===== config.mk =====
export PLATFORM = sky130hd
export DESIGN_NAME = rss_emit
export DESIGN_NICKNAME = d
export VERILOG_FILES = /design/src/design/rss_pkg.sv /design/src/design/rss_emit.sv
export VERILOG_INCLUDE_DIRS = /design/src /design/src/design
export SDC_FILE = /design/constraint.sdc
export NUM_CORES = 1
export LEC_CHECK = 0
export BUFFER_PORTS_ARGS = -buffer_cell sky130_fd_sc_hd__buf_2
export CORE_MARGIN = 3
export CORE_UTILIZATION = 45
export CTS_BUF_LIST = sky130_fd_sc_hd__clkbuf_4
export DETAILED_ROUTE_END_ITERATION = 8
export PLACE_DENSITY = 0.77
export SLEW_MARGIN = 15
export SYNTH_ARGS = -nofsm -noshare
export SYNTH_HDL_FRONTEND = slang
export SYNTH_SLANG_ARGS = --single-unit

===== constraint.sdc =====
create_clock -name clk -period 2.7 [get_ports clk]
set_clock_uncertainty 0.2 [all_clocks]
set_input_delay 0.675 -clock clk [delete_from_list [all_inputs] [get_ports clk]]
set_output_delay 0.675 -clock clk [all_outputs]
set_load 0.05 [all_outputs]

===== src/design/assert_macros.svh =====
// ----------------------------------------------------------------------------
// assert_macros.svh
// Assertion macros shared by the sharpening filter modules.
// ----------------------------------------------------------------------------
`ifndef ASSERT_MACROS_SVH
`define ASSERT_MACROS_SVH

// Same-cycle implication, disabled while reset is asserted.
`define ASSERT_IMPLY(label, clk, rst_n, ante, cons) \
	label: assert property (@(posedge clk) disable iff (!rst_n) (ante) |-> (cons)) \
		else $error("assertion failed");

// Next-cycle implication, disabled while reset is asserted.
`define ASSERT_NEXT(label, clk, rst_n, ante, cons) \
	label: assert property (@(posedge clk) disable iff (!rst_n) (ante) |=> (cons)) \
		else $error("assertion failed");

`endif


===== src/design/rss_pkg.sv =====
`timescale 1ns / 1ps
// ----------------------------------------------------------------------------
// rss_pkg
// Types and constants of the 3x3 RGB sharpening filter.
// ----------------------------------------------------------------------------
package rss_pkg;

	localparam int COORD_W = 12;

	// Register indexes of the configuration port.
	localparam logic [1:0] REG_WIDTH  = 2'd0;
	localparam logic [1:0] REG_HEIGHT = 2'd1;
	localparam logic [1:0] REG_GAIN   = 2'd2;

	localparam logic [12:0] RST_WIDTH  = 13'd4000;
	localparam logic [11:0] RST_HEIGHT = 12'd3000;
	localparam logic [7:0]  RST_GAIN   = 8'd32;

	// Smallest frame dimension the filter works with.
	localparam int MIN_DIM = 3;

	// Bit positions of the result kinds one pixel may cause, in output order.
	localparam int EMIT_MAIN   = 0; // window result for (r-1, c-1)
	localparam int EMIT_RIGHT  = 1; // right border of the previous row
	localparam int EMIT_BOTTOM = 2; // bottom row, column c-1
	localparam int EMIT_CORNER = 3; // bottom right pixel of the frame

	typedef logic [23:0] pix_t; // blue in [23:16], green in [15:8], red in [7:0]

	typedef struct packed {
		logic [7:0] red_in;
		logic [7:0] green_in;
		logic [7:0] blue_in;
	} pix_req_t;

	typedef struct packed {
		logic [7:0]         red_out;
		logic [7:0]         green_out;
		logic [7:0]         blue_out;
		logic [COORD_W-1:0] out_row;
		logic [COORD_W-1:0] out_col;
		logic               run_last;
		logic               frame_last;
	} res_rsp_t;

	typedef struct packed {
		logic               interior;
		logic [3:0]         emits;
		logic [COORD_W-1:0] row;
		logic [COORD_W-1:0] col;
	} emit_meta_t;

	typedef struct packed {
		logic load_a;
		logic load_b;
	} lane_ctl_t;

endpackage


===== src/design/rss_emit.sv =====
`timescale 1ns / 1ps
`include "assert_macros.svh"
// ----------------------------------------------------------------------------
// rss_emit
// Merges the three lane results with the pixel position and sends the
// results of one pixel one per cycle while res_ready is high.
// ----------------------------------------------------------------------------
module rss_emit (
	input  logic                clk,
	input  logic                arst_n,
	input  logic                load,
	input  rss_pkg::emit_meta_t meta,
	input  rss_pkg::pix_t       rgb,
	output logic                stage_ready,
	output logic                res_valid,
	input  logic                res_ready,
	output rss_pkg::res_rsp_t   res_data
);
	import rss_pkg::*;

	logic [3:0]         pending_q;
	logic               interior_q;
	logic [COORD_W-1:0] row_q;
	logic [COORD_W-1:0] col_q;
	pix_t               rgb_q;
	logic [3:0]         sel;
	logic               single;
	logic               prev_row;
	logic               prev_col;
	logic               take;

	assign sel       = pending_q & (~pending_q + 4'd1);
	assign single    = (pending_q & (pending_q - 4'd1)) == 4'd0;
	assign res_valid = pending_q != 4'd0;
	assign take      = res_valid && res_ready;
	assign stage_ready = !res_valid || (res_ready && single);

	assign prev_row = sel[EMIT_MAIN] | sel[EMIT_RIGHT];
	assign prev_col = sel[EMIT_MAIN] | sel[EMIT_BOTTOM];

	always_ff @(posedge clk or negedge arst_n) begin
		if (!arst_n) begin
			pending_q <= '0;
		end else if (load) begin
			pending_q <= meta.emits;
		end else if (take) begin
			pending_q <= pending_q & ~sel;
		end
	end

	always_ff @(posedge clk) begin
		if (load) begin
			interior_q <= meta.interior;
			row_q      <= meta.row;
			col_q      <= meta.col;
			rgb_q      <= rgb;
		end
	end

	always_comb begin
		res_data = '0;
		if (sel[EMIT_MAIN] && interior_q) begin
			res_data.red_out   = rgb_q[7:0];
			res_data.green_out = rgb_q[15:8];
			res_data.blue_out  = rgb_q[23:16];
		end
		res_data.out_row    = prev_row ? row_q - 12'd1 : row_q;
		res_data.out_col    = prev_col ? col_q - 12'd1 : col_q;
		res_data.run_last   = single;
		res_data.frame_last = sel[EMIT_CORNER];
	end

	`ASSERT_IMPLY(a_frame_last_ends_run, clk, arst_n, (res_valid && res_data.frame_last), res_data.run_last)
	`ASSERT_NEXT(a_stall_holds_pending, clk, arst_n, (res_valid && !res_ready), $stable(pending_q))
	`ASSERT_IMPLY(a_load_only_when_free, clk, arst_n, load, stage_ready)

endmodule


After elaboration in Yosys (flattened, before gate mapping)
Cells that the tools add are included.

operators by class
  add/sub/neg operators = 4
  muxes and demuxes = 5
  bitwise operators = 7
  reductions and logical operators = 8

operators by type and width
  cell                                                                   count
  12-bit two-way mux                                                     2
  24-bit two-way mux                                                     1
  12-bit by 1-bit subtractor with 12-bit output (second input constant)  2
  4-bit AND                                                              3
  4-bit two-way mux                                                      2
  4-bit inverter                                                         2
  4-bit by 1-bit adder with 4-bit output (second input constant)         1
  4-bit logical NOT                                                      1
  4-bit nonzero test                                                     1
  4-bit by 1-bit subtractor with 4-bit output (second input constant)    1
  1-bit logical AND                                                      3
  1-bit bitwise OR                                                       2
  2-bit nonzero test                                                     1
  1-bit logical NOT                                                      1
  1-bit logical OR                                                       1

storage, ports and cells
  register bits = 53
  bits of input ports = 57
  output and inout bits = 52
  logic and storage cells = 29

Depth between registers and ports, before layout
  word-level depth = 7
  depth in mapped cells = 5
  mapped depth without buffers = 5

Worst setup path after synthesis
Ideal clock, no wire load.

  kind = reg-to-output
  from = register pending_q[0]
  to = output res_data[0] in the netlist's numbering
  arrival time = 2.342 ns
  required time = 1.825 ns
  slack = -0.517 ns
  cell stages (with the launch flop) = 4
  path buffers = 2
  cell sequence = dfrtp_1 -> buf_4 -> clkbuf_1 -> nor4b_1

RTL lines
  what                    RTL line        RTL
  start, declared         rss_emit.sv:21  logic [3:0] pending_q;
  start signal, assigned  rss_emit.sv:45  pending_q <= meta.emits;
  start signal, assigned  rss_emit.sv:47  pending_q <= pending_q & ~sel;
  end, declared           rss_emit.sv:17  output rss_pkg::res_rsp_t res_data

==> impl_metrics.csv <==
group,metric,value,unit
run_status,run_status,"complete, but fails checks",
run_status,violations,"negative setup slack",
final_layout,n_fill_cell,257,
grt,grt_start_max_net_pins,30,
critical_path,critical_path_class,"reg -> out",
cts,clock_path_buffers,2,
drt,drtAntennaViolNets,0,
critical_path,crit_path_max_fanout,4,
final_layout,number_of_nets_in_the_layout,388,
cts,cts_tree,"yes",
sta,post-route-period-util,1.20,
power_and_ir_drop,ir_worst_vdd,0.433,mV
cts,clk_pin_slew_worst_paths,0.16,ns
cts,clk-insertion-delay-late,0.37,ns
drt,dr.pass1.iters,4,
logic_synthesis,synthFlopType,"sky130_fd_sc_hd__edfxtp_1",
grt,grt_overflow_total,0,
cts,clock_tree.root_cell,"sky130_fd_sc_hd__clkbuf_4",
floorplanning,fp-row-count,25,
logic_synthesis,number_of_cells_produced_by_synthesis,176,
logic_synthesis,ys_seq_elements,53,
cts,cts-buffers-inserted,5,
cts,clkSinkCount,53,
sta,worst_slew_margin_rel,0.609,
final_layout,postLayoutCellArea,3960,µm²
drt,routed_via_density,4.94,
grt,grt_pass1_vias,1989,
floorplanning,die_w,78.4,µm
sta,setup-tns-final,-5.01,ns
logic_synthesis,syn_area_per_cell,13.4,µm²
drt,drt-initial-drc-count,86,
grt,overall_track_demand_over_capacity_in_global_routing,0.200,
drt,num_vias,1961,
sta,finalSetupViolations,17,
grt,grt_antenna_before_repair,0,
critical_path,crit_path_end_kind,"output pin",
sta,finalMaxSlewViolations,0,
drt,wire_per_inst,16.5,µm
floorplanning,die_height,78.4,µm
floorplanning,initial_utilization,0.484,
logic_synthesis,ys_top_cells_by_area,"sky130_fd_sc_hd__edfxtp_1, sky130_fd_sc_hd__and3_1, sky130_fd_sc_hd__dfrtp_1, sky130_fd_sc_hd__xor2_1, sky130_fd_sc_hd__xnor2_1",
sta,layout_min_cycle_time,3.23,ns
cts,cts-htree-levels,2,
placement,placed_instance_area,3290,µm²
logic_synthesis,synth.distinct_cells,37,
placement,finalWeightedCongestion,0.808,
drt,drc,0,
final_layout,syn2layout_area_growth,67.7,%
final_layout,n_antenna_cell,0,
job,drv_cap,0,
power_and_ir_drop,power_density_normalized_to_cell_area,553,nW/µm²
sta,max_slew.worst_pin.slew,0.586,ns
critical_path,critical_path.startpoint_type,"flip-flop",
power_and_ir_drop,power.leakage,1.79,nW
logic_synthesis,mappedNetlistArea,2360,µm²
sta,final.setup.worst_slack,-0.533,ns
final_layout,drive_gt1_frac,0.639,
sta,hold_violations,0,
logic_synthesis,synthDominantCellAreaShare,0.623,
logic_synthesis,dominant_cell_type_by_area_after_synthesis,"sky130_fd_sc_hd__edfxtp_1",
floorplanning,design.portCount,109,
logic_synthesis,synth_enable_flop_cells,49,
final_layout,mostFrequentLayoutCells,"sky130_fd_sc_hd__buf_2, sky130_fd_sc_hd__edfxtp_1, sky130_fd_sc_hd__buf_4",
floorplanning,die_area,6150,µm²
logic_synthesis,synth_nets,235,
critical_path,crit_required,1.82,ns
logic_synthesis,ys_async_sr_fraction,0.0755,
sta,rsz0062_at_grt,"true",
placement,io_buffers,108,
floorplanning,core_area,4880,µm²
critical_path,arrival_time_reported_for_the_critical_path_endpoint,2.36,ns
logic_synthesis,seq_total_area_yosys,0.666,
grt,grt_first_pass_wirelength,9.52,mm
final_layout,layout_commonest_cell,"sky130_fd_sc_hd__buf_2",
hold_path,worst_hold_class,"in -> reg",
sta,fmax,309,MHz
placement,dpl.hpwl,3.96,mm
logic_synthesis,ys.warnings.count,0,
drt,finalWirelength,6.54,mm
-- worst max-delay path, stage by stage, from the launching register on --
cell and delay [ns]:
sky130_fd_sc_hd__edfxtp_1 0.45, sky130_fd_sc_hd__buf_6 0.15, sky130_fd_sc_hd__inv_4 0.05, sky130_fd_sc_hd__ha_4 0.12
sky130_fd_sc_hd__or4b_4 0.52, sky130_fd_sc_hd__nor4_4 0.35, sky130_fd_sc_hd__xor2_2 0.18, sky130_fd_sc_hd__buf_6 0.17
-- power breakdown --
group          internal [mW]  switching [mW]
clock                  0.292           0.252
sequential             0.969          0.0503
combinational          0.238           0.390
-- area by class of cell --
class	instances	area, µm²	area share
clock buffers	5	37.5	0.00948
clock inverters	3	68.8	0.0174
inverters	5	28.8	0.00727
multi-input cells	109	1070	0.271
flip-flops and latches	53	1570	0.397
well taps	67	83.8	0.0212
repair buffers	155	1100	0.277
-- cells in the mapped netlist (3+ instances only) --
cell and n:
sky130_fd_sc_hd__edfxtp_1 49, sky130_fd_sc_hd__and3_1 24, sky130_fd_sc_hd__nand2_1 12, sky130_fd_sc_hd__nor2_1 11
sky130_fd_sc_hd__xor2_1 11, sky130_fd_sc_hd__o21ai_0 10, sky130_fd_sc_hd__xnor2_1 9, sky130_fd_sc_hd__clkbuf_1 5
sky130_fd_sc_hd__inv_1 5, sky130_fd_sc_hd__dfrtp_1 4, sky130_fd_sc_hd__nor3_1 3, sky130_fd_sc_hd__nor4_1 3
-- state kept, by name, summed over array words and instances (netlist names) --
| name | cells |
|---|---|
| row_q | 12 |
| rgb_q | 24 |
| col_q | 12 |
| interior_q | 1 |
| pending_q | 4 |
-- layer usage --
| layer | vias up | global-route usage | part of all wire |
|---|---|---|---|
| li1 | 951 | - | - |
| met1 | 917 | 0.246 | 0.38 |
| met2 | 84 | 0.333 | 0.53 |
| met3 | 9 | 0.0711 | 0.077 |
| met4 | 0 | 0.0577 | 0.013 |
| met5 | - | 0 | 0 |
-- timing repair --
| action | CTS | global route |
|---|---|---|
| cloned | 0 | 1 |
| hold buffers | 1 | 0 |
| pin swaps | 13 | 18 |
| endpoints found under the setup margin | 20 | 24 |
| setup buffers | 9 | 12 |
| endpoints found under the hold margin | 4 | 0 |
| gates resized for setup | 67 | 32 |
-- kinds of logic (layout without fill, tap and decap cells) --
logic type / after synthesis / after routing / synth area share
compound gates: 18 / 18 / 0.0472
simple gates: 68 / 68 / 0.169
xor+xnor: 20 / 20 / 0.0742
flops: 53 / 53 / 0.666
buf+inv: 14 / 168 / 0.0291
fa+ha+maj: 3 / 3 / 0.0148
-- final timing paths --
kind / to / slack, ns / from / cells past startpoint
max in group asynchronous: pending_q[0]$_DFFE_PN0P_ / 1.73 / arst_n / 2
min in group asynchronous: pending_q[2]$_DFFE_PN0P_ / 0.44 / arst_n / 2
worst max-delay path: res_data[24] / -0.53 / row_q[0]$_DFFE_PP_ / 7
worst min-delay path: rgb_q[12]$_DFFE_PP_ / 0.26 / rgb[12] / 1
worst max register to register: pending_q[3]$_DFFE_PN0P_ / 1.09 / pending_q[0]$_DFFE_PN0P_ / 5
worst min register to register: pending_q[3]$_DFFE_PN0P_ / 0.44 / pending_q[3]$_DFFE_PN0P_ / 2
-- metrics by stage --
step | hold slack, ns | worst slack, ns | instances | utilization | power, mW
after global placement | 0.280 | -0.123 | 366 | 0.673 | 1.52
after floorplan | 0.179 | -0.220 | 176 | - | 1.36
after detailed placement | 0.285 | -0.154 | 366 | 0.673 | 1.53
final | 0.261 | -0.533 | 397 | 0.812 | 2.19
after CTS | 0.246 | -0.487 | 384 | 0.761 | 2.14
after global routing | 0.216 | -0.647 | 397 | 0.812 | 2.28
(Power assumes the default switching activity.)
