$ cat config.mk
export PLATFORM = sky130hd
export DESIGN_NAME = rss_lane
export DESIGN_NICKNAME = d
export VERILOG_FILES = /design/src/design/assert_macros.svh /design/src/design/rss_pkg.sv /design/src/design/rss_lane.sv
export SDC_FILE = /design/constraint.sdc
export NUM_CORES = 1
export LEC_CHECK = 0
export BUFFER_PORTS_ARGS = -buffer_cell sky130_fd_sc_hd__buf_2
export CAP_MARGIN = 10
export CORE_MARGIN = 2
export CORE_UTILIZATION = 55
export DETAILED_ROUTE_END_ITERATION = 6
export PLACE_DENSITY = 0.79
export SETUP_SLACK_MARGIN = 0.3
export SYNTH_ARGS = -nofsm -noshare
export SYNTH_HDL_FRONTEND = slang
export SYNTH_SLANG_ARGS = --single-unit
$ cat constraint.sdc
create_clock -name clk -period 4.9 [get_ports clk]
set_input_delay 0.49 -clock clk [delete_from_list [all_inputs] [get_ports clk]]
set_output_delay 0.49 -clock clk [all_outputs]
set_load 0.05 [all_outputs]
$ cat src/design/assert_macros.svh
// ----------------------------------------------------------------------------
// assert_macros.svh
// Assertion macros shared by the sharpening filter modules.
// ----------------------------------------------------------------------------
`ifndef ASSERT_MACROS_SVH
`define ASSERT_MACROS_SVH

// Same-cycle implication, disabled while reset is asserted.
`define ASSERT_IMPLY(label, clk, rst_n, ante, cons) \
	label: assert property (@(posedge clk) disable iff (!rst_n) (ante) |-> (cons)) \
		else $error("assertion failed");

// Next-cycle implication, disabled while reset is asserted.
`define ASSERT_NEXT(label, clk, rst_n, ante, cons) \
	label: assert property (@(posedge clk) disable iff (!rst_n) (ante) |=> (cons)) \
		else $error("assertion failed");

`endif

$ cat src/design/rss_pkg.sv
`timescale 1ns / 1ps
// ----------------------------------------------------------------------------
// rss_pkg
// Types and constants of the 3x3 RGB sharpening filter.
// ----------------------------------------------------------------------------
package rss_pkg;

	localparam int COORD_W = 12;

	// Register indexes of the configuration port.
	localparam logic [1:0] REG_WIDTH  = 2'd0;
	localparam logic [1:0] REG_HEIGHT = 2'd1;
	localparam logic [1:0] REG_GAIN   = 2'd2;

	localparam logic [12:0] RST_WIDTH  = 13'd4000;
	localparam logic [11:0] RST_HEIGHT = 12'd3000;
	localparam logic [7:0]  RST_GAIN   = 8'd32;

	// Smallest frame dimension the filter works with.
	localparam int MIN_DIM = 3;

	// Bit positions of the result kinds one pixel may cause, in output order.
	localparam int EMIT_MAIN   = 0; // window result for (r-1, c-1)
	localparam int EMIT_RIGHT  = 1; // right border of the previous row
	localparam int EMIT_BOTTOM = 2; // bottom row, column c-1
	localparam int EMIT_CORNER = 3; // bottom right pixel of the frame

	typedef logic [23:0] pix_t; // blue in [23:16], green in [15:8], red in [7:0]

	typedef struct packed {
		logic [7:0] red_in;
		logic [7:0] green_in;
		logic [7:0] blue_in;
	} pix_req_t;

	typedef struct packed {
		logic [7:0]         red_out;
		logic [7:0]         green_out;
		logic [7:0]         blue_out;
		logic [COORD_W-1:0] out_row;
		logic [COORD_W-1:0] out_col;
		logic               run_last;
		logic               frame_last;
	} res_rsp_t;

	typedef struct packed {
		logic               interior;
		logic [3:0]         emits;
		logic [COORD_W-1:0] row;
		logic [COORD_W-1:0] col;
	} emit_meta_t;

	typedef struct packed {
		logic load_a;
		logic load_b;
	} lane_ctl_t;

endpackage

$ cat src/design/rss_lane.sv
`timescale 1ns / 1ps
// ----------------------------------------------------------------------------
// rss_lane
// One color channel of the sharpening kernel, two pipeline stages.
// ----------------------------------------------------------------------------
module rss_lane (
	input  logic                clk,
	input  rss_pkg::lane_ctl_t  ctl,
	input  logic [7:0]          gain,
	input  logic [8:0][7:0]     taps,
	output logic [7:0]          value
);
	import rss_pkg::*;

	logic [10:0]        nbr_sum;
	logic signed [11:0] diff;
	logic signed [11:0] diff_s3;
	logic [7:0]         centre_s3;
	logic signed [20:0] prod;
	logic signed [21:0] acc;
	logic signed [21:0] acc_s4;
	logic [14:0]        scaled;

	// Sum of the eight neighbours and the Laplacian term 8c - s.
	always_comb begin
		nbr_sum = '0;
		for (int k = 0; k < 9; k++) begin
			if (k != 4) begin
				nbr_sum = nbr_sum + 11'(taps[k]);
			end
		end
		diff = $signed({1'b0, taps[4], 3'b000}) - $signed({1'b0, nbr_sum});
	end

	always_ff @(posedge clk) begin
		if (ctl.load_a) begin
			diff_s3   <= diff;
			centre_s3 <= taps[4];
		end
	end

	always_comb begin
		prod = $signed({1'b0, gain}) * diff_s3;
		acc  = $signed(22'(prod)) + $signed(22'({centre_s3, 6'b000000}));
	end

	always_ff @(posedge clk) begin
		if (ctl.load_b) begin
			acc_s4 <= acc;
		end
	end

	// Divide by 64 with floor and clamp to a byte.
	always_comb begin
		scaled = acc_s4[20:6];
		if (acc_s4[21]) begin
			value = '0;
		end else if (scaled > 15'd255) begin
			value = 8'd255;
		end else begin
			value = scaled[7:0];
		end
	end

endmodule

* Word-level counts from Yosys, hierarchy flattened
Cells that the tools add are included.
Word-level totals: register bits after elaboration 42, input bits 83, output and inout port bits 8
Cells by class: add/sub/neg operators 9, multiply operators 1, magnitude comparators 1, multiplexer cells 2
Operators with widths (count):
- 11-bit by 8-bit adder with 11-bit output | 4
- 21-bit by 15-bit adder with 22-bit output | 1
- 9-bit by 12-bit multiplier with 21-bit output | 1
- 8-bit two-way mux | 2
- 15-bit by 8-bit > comparator with 1-bit output, second input constant | 1
- 11-bit by 11-bit subtractor with 12-bit output | 1
- 10-bit by 8-bit adder with 11-bit output | 1
- 9-bit by 8-bit adder with 10-bit output | 1
- 8-bit by 8-bit adder with 9-bit output | 1

* Longest topological paths before layout
depth after elaboration 8, gate-level depth with buffers 18

* Worst setup path before layout
No wires, ideal clock.
kind input -> register, start point input gain[0], end point register acc_s4[19], data pin, setup time 0.261 ns, arrival time 4.967 ns, slack -0.328 ns, stages on the path 16, buffers on the path 1, path through clkbuf_1 -> nand2_1 -> inv_1 -> fa_1 -> inv_1 -> fa_1 -> inv_1 -> fa_1 -> fa_1 -> fa_1 -> ha_1 -> a21oi_1 -> a21oi_4 -> o211ai_2 -> a31o_1 -> a311o_1
Between the ends: cells in the longest elaborated chain, start to end 2
Ends and longest elaborated chain:
- start, declared | RTL line rss_lane.sv:9 | input logic [7:0] gain,
- 9-bit by 12-bit multiplier with 21-bit output | RTL line rss_lane.sv:43 | prod = $signed({1'b0, gain}) * diff_s3;
- 21-bit by 15-bit adder with 22-bit output | RTL line rss_lane.sv:44 | acc = $signed(22'(prod)) + $signed(22'({centre_s3, 6'b000000}));
- net acc[19] | RTL line rss_lane.sv:20 | logic signed [21:0] acc;
- end signal, assigned | RTL line rss_lane.sv:49 | acc_s4 <= acc;
- end, declared | RTL line rss_lane.sv:21 | logic signed [21:0] acc_s4;
The timed path passes the listed nets, and every way through them passes these cells. A chain may end at the register's enable or synchronous reset.

* Worst setup path after layout
start point register diff_s3[5], end point register acc_s4[10], data pin
Between the ends: cells in the longest elaborated chain, start to end 2
Ends and longest elaborated chain:
- start, declared | RTL line rss_lane.sv:17 | logic signed [11:0] diff_s3;
- start signal, assigned | RTL line rss_lane.sv:37 | diff_s3 <= diff;
- 9-bit by 12-bit multiplier with 21-bit output | RTL line rss_lane.sv:43
- 21-bit by 15-bit adder with 22-bit output | RTL line rss_lane.sv:44
- net acc[10] | RTL line rss_lane.sv:20
The timed path passes the listed nets, and every way through them passes these cells.

==> results.sh <==
export IMPL_worst_ep_required_time_ps=4930
export IMPL_post_synth_top_area_cell="sky130_fd_sc_hd__fa_1"
export IMPL_crit_family="adder cells"
export IMPL_grt_total_ovfl=0
export IMPL_critical_path_endpoint_category="flip-flop"
export IMPL_number_of_pins_exceeding_their_max_slew_limit_in_the_final_report=0
export IMPL_count_of_yosys_warnings_during_synthesis=0
export IMPL_dpl_worst_slack_ps=-150
export IMPL_grt_max_degree=21
export IMPL_clock_tree_htree_level_count=2
export IMPL_first_pass_grt_wire_length_um=26600
export IMPL_cpMostUsedCell="sky130_fd_sc_hd__fa_1"
export IMPL_n_antenna_cell=0
export IMPL_clock_sinks=36
export IMPL_path_cells="nand2_2 > fa_1 > inv_1 > fa_1 > inv_1 > fa_1 > inv_2 > fa_1 > inv_1 > fa_1 > inv_2 > ha_4 > buf_6 > a21oi_4 > nor2b_4 > or3_4 > a21oi_4 > xnor2_1"
export IMPL_data_arrival_time_of_the_critical_path_ps=4920
export IMPL_portion_of_the_post_synthesis_area_used_by_sequential_elements_pct=15.1
export IMPL_cpMaxStageDelayCell="sky130_fd_sc_hd__fa_1"
export IMPL_fp_dieH_um=118
export IMPL_place_port_buffers=90
export IMPL_slew_limit_headroom_pct=67.6
export IMPL_worstSetupStartpointType="flip-flop"
export IMPL_floorplan_die_width_um=118
export IMPL_synth_distinct_cells=51
export IMPL_setup_slack_ps=6.25
export IMPL_post_drt_via_cell_ratio=5.12
export IMPL_synth_top_cell_area_share_pct=39.4
export IMPL_layout_area_overhead_vs_synth_pct=27.1
export IMPL_drt_antenna_violating_nets=0
export IMPL_dr_pass1_iters=5
export IMPL_grtUsageTotal_pct=23.5
export IMPL_initial_utilization_pct=56.5
export IMPL_setup_viol=0
export IMPL_cts_hold_buf=0
export IMPL_finalWorstPathRequiredPeriod_ps=4890
export IMPL_drive_gt1_share_pct=29.5
export IMPL_num_io_pins=91
export IMPL_gp_congestion=0.895
export IMPL_worstPathMaxFanout=6
export IMPL_outcome="finished, final reports clean"
export IMPL_clk_insertion_delay_late_ps=290
export IMPL_rsz0062_at_grt="yes"
export IMPL_clock_skew_ps=8.76
export IMPL_layout_nets=1191
export IMPL_finalWirelength_um=16200
export IMPL_detail_route_drc_violations=0
export IMPL_cts_tree="done"
export IMPL_hp_class="in2reg"
export IMPL_avgSynthCellArea_um2=9.75
export IMPL_detailed_place_hpwl_um=12300
export IMPL_worst_r2r_setup_slack_ps=6
export IMPL_area_of_the_mapped_netlist_um2=7160
export IMPL_synth_area_leaders="sky130_fd_sc_hd__fa_1, sky130_fd_sc_hd__edfxtp_1, sky130_fd_sc_hd__inv_1"
export IMPL_max_slew_worst_pin_slew_ps=486
export IMPL_syn_nets=1023
export IMPL_cp_num_buf_inv=6
export IMPL_asyncSetResetFlopFracSynth_pct=0
export IMPL_fp_dieArea_um2=13900
export IMPL_fmaxAchievable_mhz=204
export IMPL_grt_pass1_vias=5972
export IMPL_synth_edf_count=36
export IMPL_post_route_period_util_pct=99.9
export IMPL_max_clock_path_buffers=2
export IMPL_num_vias=5495
export IMPL_number_of_buffers_inserted_during_clock_tree_synthesis=5
export IMPL_core_area_um2=12700
export IMPL_path_clk_slew_ps=70
export IMPL_ys_dominant_reg_cell="sky130_fd_sc_hd__edfxtp_1"
export IMPL_path_class="reg2reg"
export IMPL_antenna_found_initial=0
export IMPL_cts_root_buf="sky130_fd_sc_hd__clkbuf_16"
export IMPL_detail_route_iter0_violations=292
export IMPL_post_drt_wl_per_cell_um=15.1
export IMPL_maxCapViolations=0
export IMPL_hold_viol=0
export IMPL_critical_path_max_stage_delay_ps=540
export IMPL_placementRows=41
export IMPL_yosys_register_bits=36
export IMPL_post_synth_inst_count=734
==> Yosys cell counts, types with 8 or more instances <==
library cell / n
sky130_fd_sc_hd__and2_1: 47
sky130_fd_sc_hd__xnor2_1: 16
sky130_fd_sc_hd__inv_1: 217
sky130_fd_sc_hd__clkbuf_1: 8
sky130_fd_sc_hd__nor2_1: 21
sky130_fd_sc_hd__fa_1: 141
sky130_fd_sc_hd__edfxtp_1: 36
sky130_fd_sc_hd__nor3_1: 8
sky130_fd_sc_hd__nand2_1: 64
sky130_fd_sc_hd__ha_1: 65
sky130_fd_sc_hd__o21ai_0: 8
sky130_fd_sc_hd__a21oi_1: 26
==> path summary, 6_finish.rpt <==
path           startpoint           end  cells after the start
max            diff_s3[5]    acc_s4[10]                     18
min              taps[37]  centre_s3[5]                      1
max reg2reg    diff_s3[5]    acc_s4[10]                     18
min reg2reg  centre_s3[0]     acc_s4[6]                      2
==> layout by cell type (no fill, tap or decap), types with 4 or more instances in the layout <==
| cell | instances |
|---|---|
| sky130_fd_sc_hd__inv_1 | 204 |
| sky130_fd_sc_hd__fa_1 | 134 |
| sky130_fd_sc_hd__buf_2 | 90 |
| sky130_fd_sc_hd__buf_4 | 66 |
| sky130_fd_sc_hd__nand2_1 | 58 |
| sky130_fd_sc_hd__ha_1 | 52 |
| sky130_fd_sc_hd__and2_1 | 38 |
| sky130_fd_sc_hd__edfxtp_1 | 36 |
| sky130_fd_sc_hd__a21oi_1 | 18 |
| sky130_fd_sc_hd__nor2_1 | 17 |
| sky130_fd_sc_hd__xnor2_1 | 16 |
| sky130_fd_sc_hd__buf_6 | 13 |
| sky130_fd_sc_hd__inv_2 | 12 |
| sky130_fd_sc_hd__ha_4 | 12 |
| sky130_fd_sc_hd__and2_4 | 9 |
| sky130_fd_sc_hd__a21oi_4 | 8 |
| sky130_fd_sc_hd__xor2_1 | 7 |
| sky130_fd_sc_hd__fa_2 | 7 |
| sky130_fd_sc_hd__a21o_1 | 6 |
| sky130_fd_sc_hd__nor3_1 | 6 |
| sky130_fd_sc_hd__o21ai_0 | 6 |
| sky130_fd_sc_hd__nand2_2 | 5 |
| sky130_fd_sc_hd__clkbuf_16 | 5 |
| sky130_fd_sc_hd__o21a_1 | 4 |
| sky130_fd_sc_hd__o21ai_1 | 4 |
| sky130_fd_sc_hd__a21oi_2 | 4 |
| sky130_fd_sc_hd__o21ai_4 | 4 |
==> metal layers <==
| metal | GRT usage, % | wire, µm | part of all wire [%] |
|---|---|---|---|
| met1 | 28.5 | 6260 | 39 |
| met2 | 43.7 | 8670 | 53 |
| met3 | 3.05 | 826 | 5.1 |
| met4 | 6.70 | 482 | 3.0 |
| met5 | 0 | 0 | 0 |
==> layout make-up <==
class | instances | area (µm²)
clock buffers | 5 | 125
clock inverters | 2 | 12.5
fillers | 877 | 3570
inverters | 217 | 820
multi-input cells | 472 | 5730
flip-flops and latches | 36 | 1080
well taps | 172 | 215
repair buffers | 170 | 1110
==> cells by family after synthesis <==
group	share of synthesized area, %
flip-flops	15.1
buffers and inverters	11.9
AND/OR/NAND/NOR	11.7
multiplexers	0.734
AO/OA/AOI/OAI	7.01
adder cells (fa/ha/maj)	50.8
XOR/XNOR	2.81
==> state kept, by name, summed over array words and instances (netlist names) <==
register,count
acc_s4,16
diff_s3,12
centre_s3,8
==> per-stage QoR <==
stage	hold slack (ps)	TNS, ps	area, µm²	util (%)	instances
3_5_place_dp	687	-434	8400	66.3	1039
4_1_cts	392	0	8830	69.7	1065
5_1_grt	392	-694	9100	71.8	1074
6_report	387	0	9100	71.8	1074
3_3_place_gp	682	-128	8400	66.3	1039
2_1_floorplan	589	0	7430	-	734
==> what timing repair did <==
| action | 4_1_cts | 5_1_grt |
|---|---|---|
| resized for setup | 44 | 43 |
| pin swaps | 54 | 39 |
| endpoints found under the setup margin | 10 | 12 |
| hold endpoints to repair | 0 | 0 |
| setup buffers | 19 | 9 |
Power is left out: the tool's default activity adds up to more than one toggle a clock period on the data nets, which glitch-free logic cannot reach.
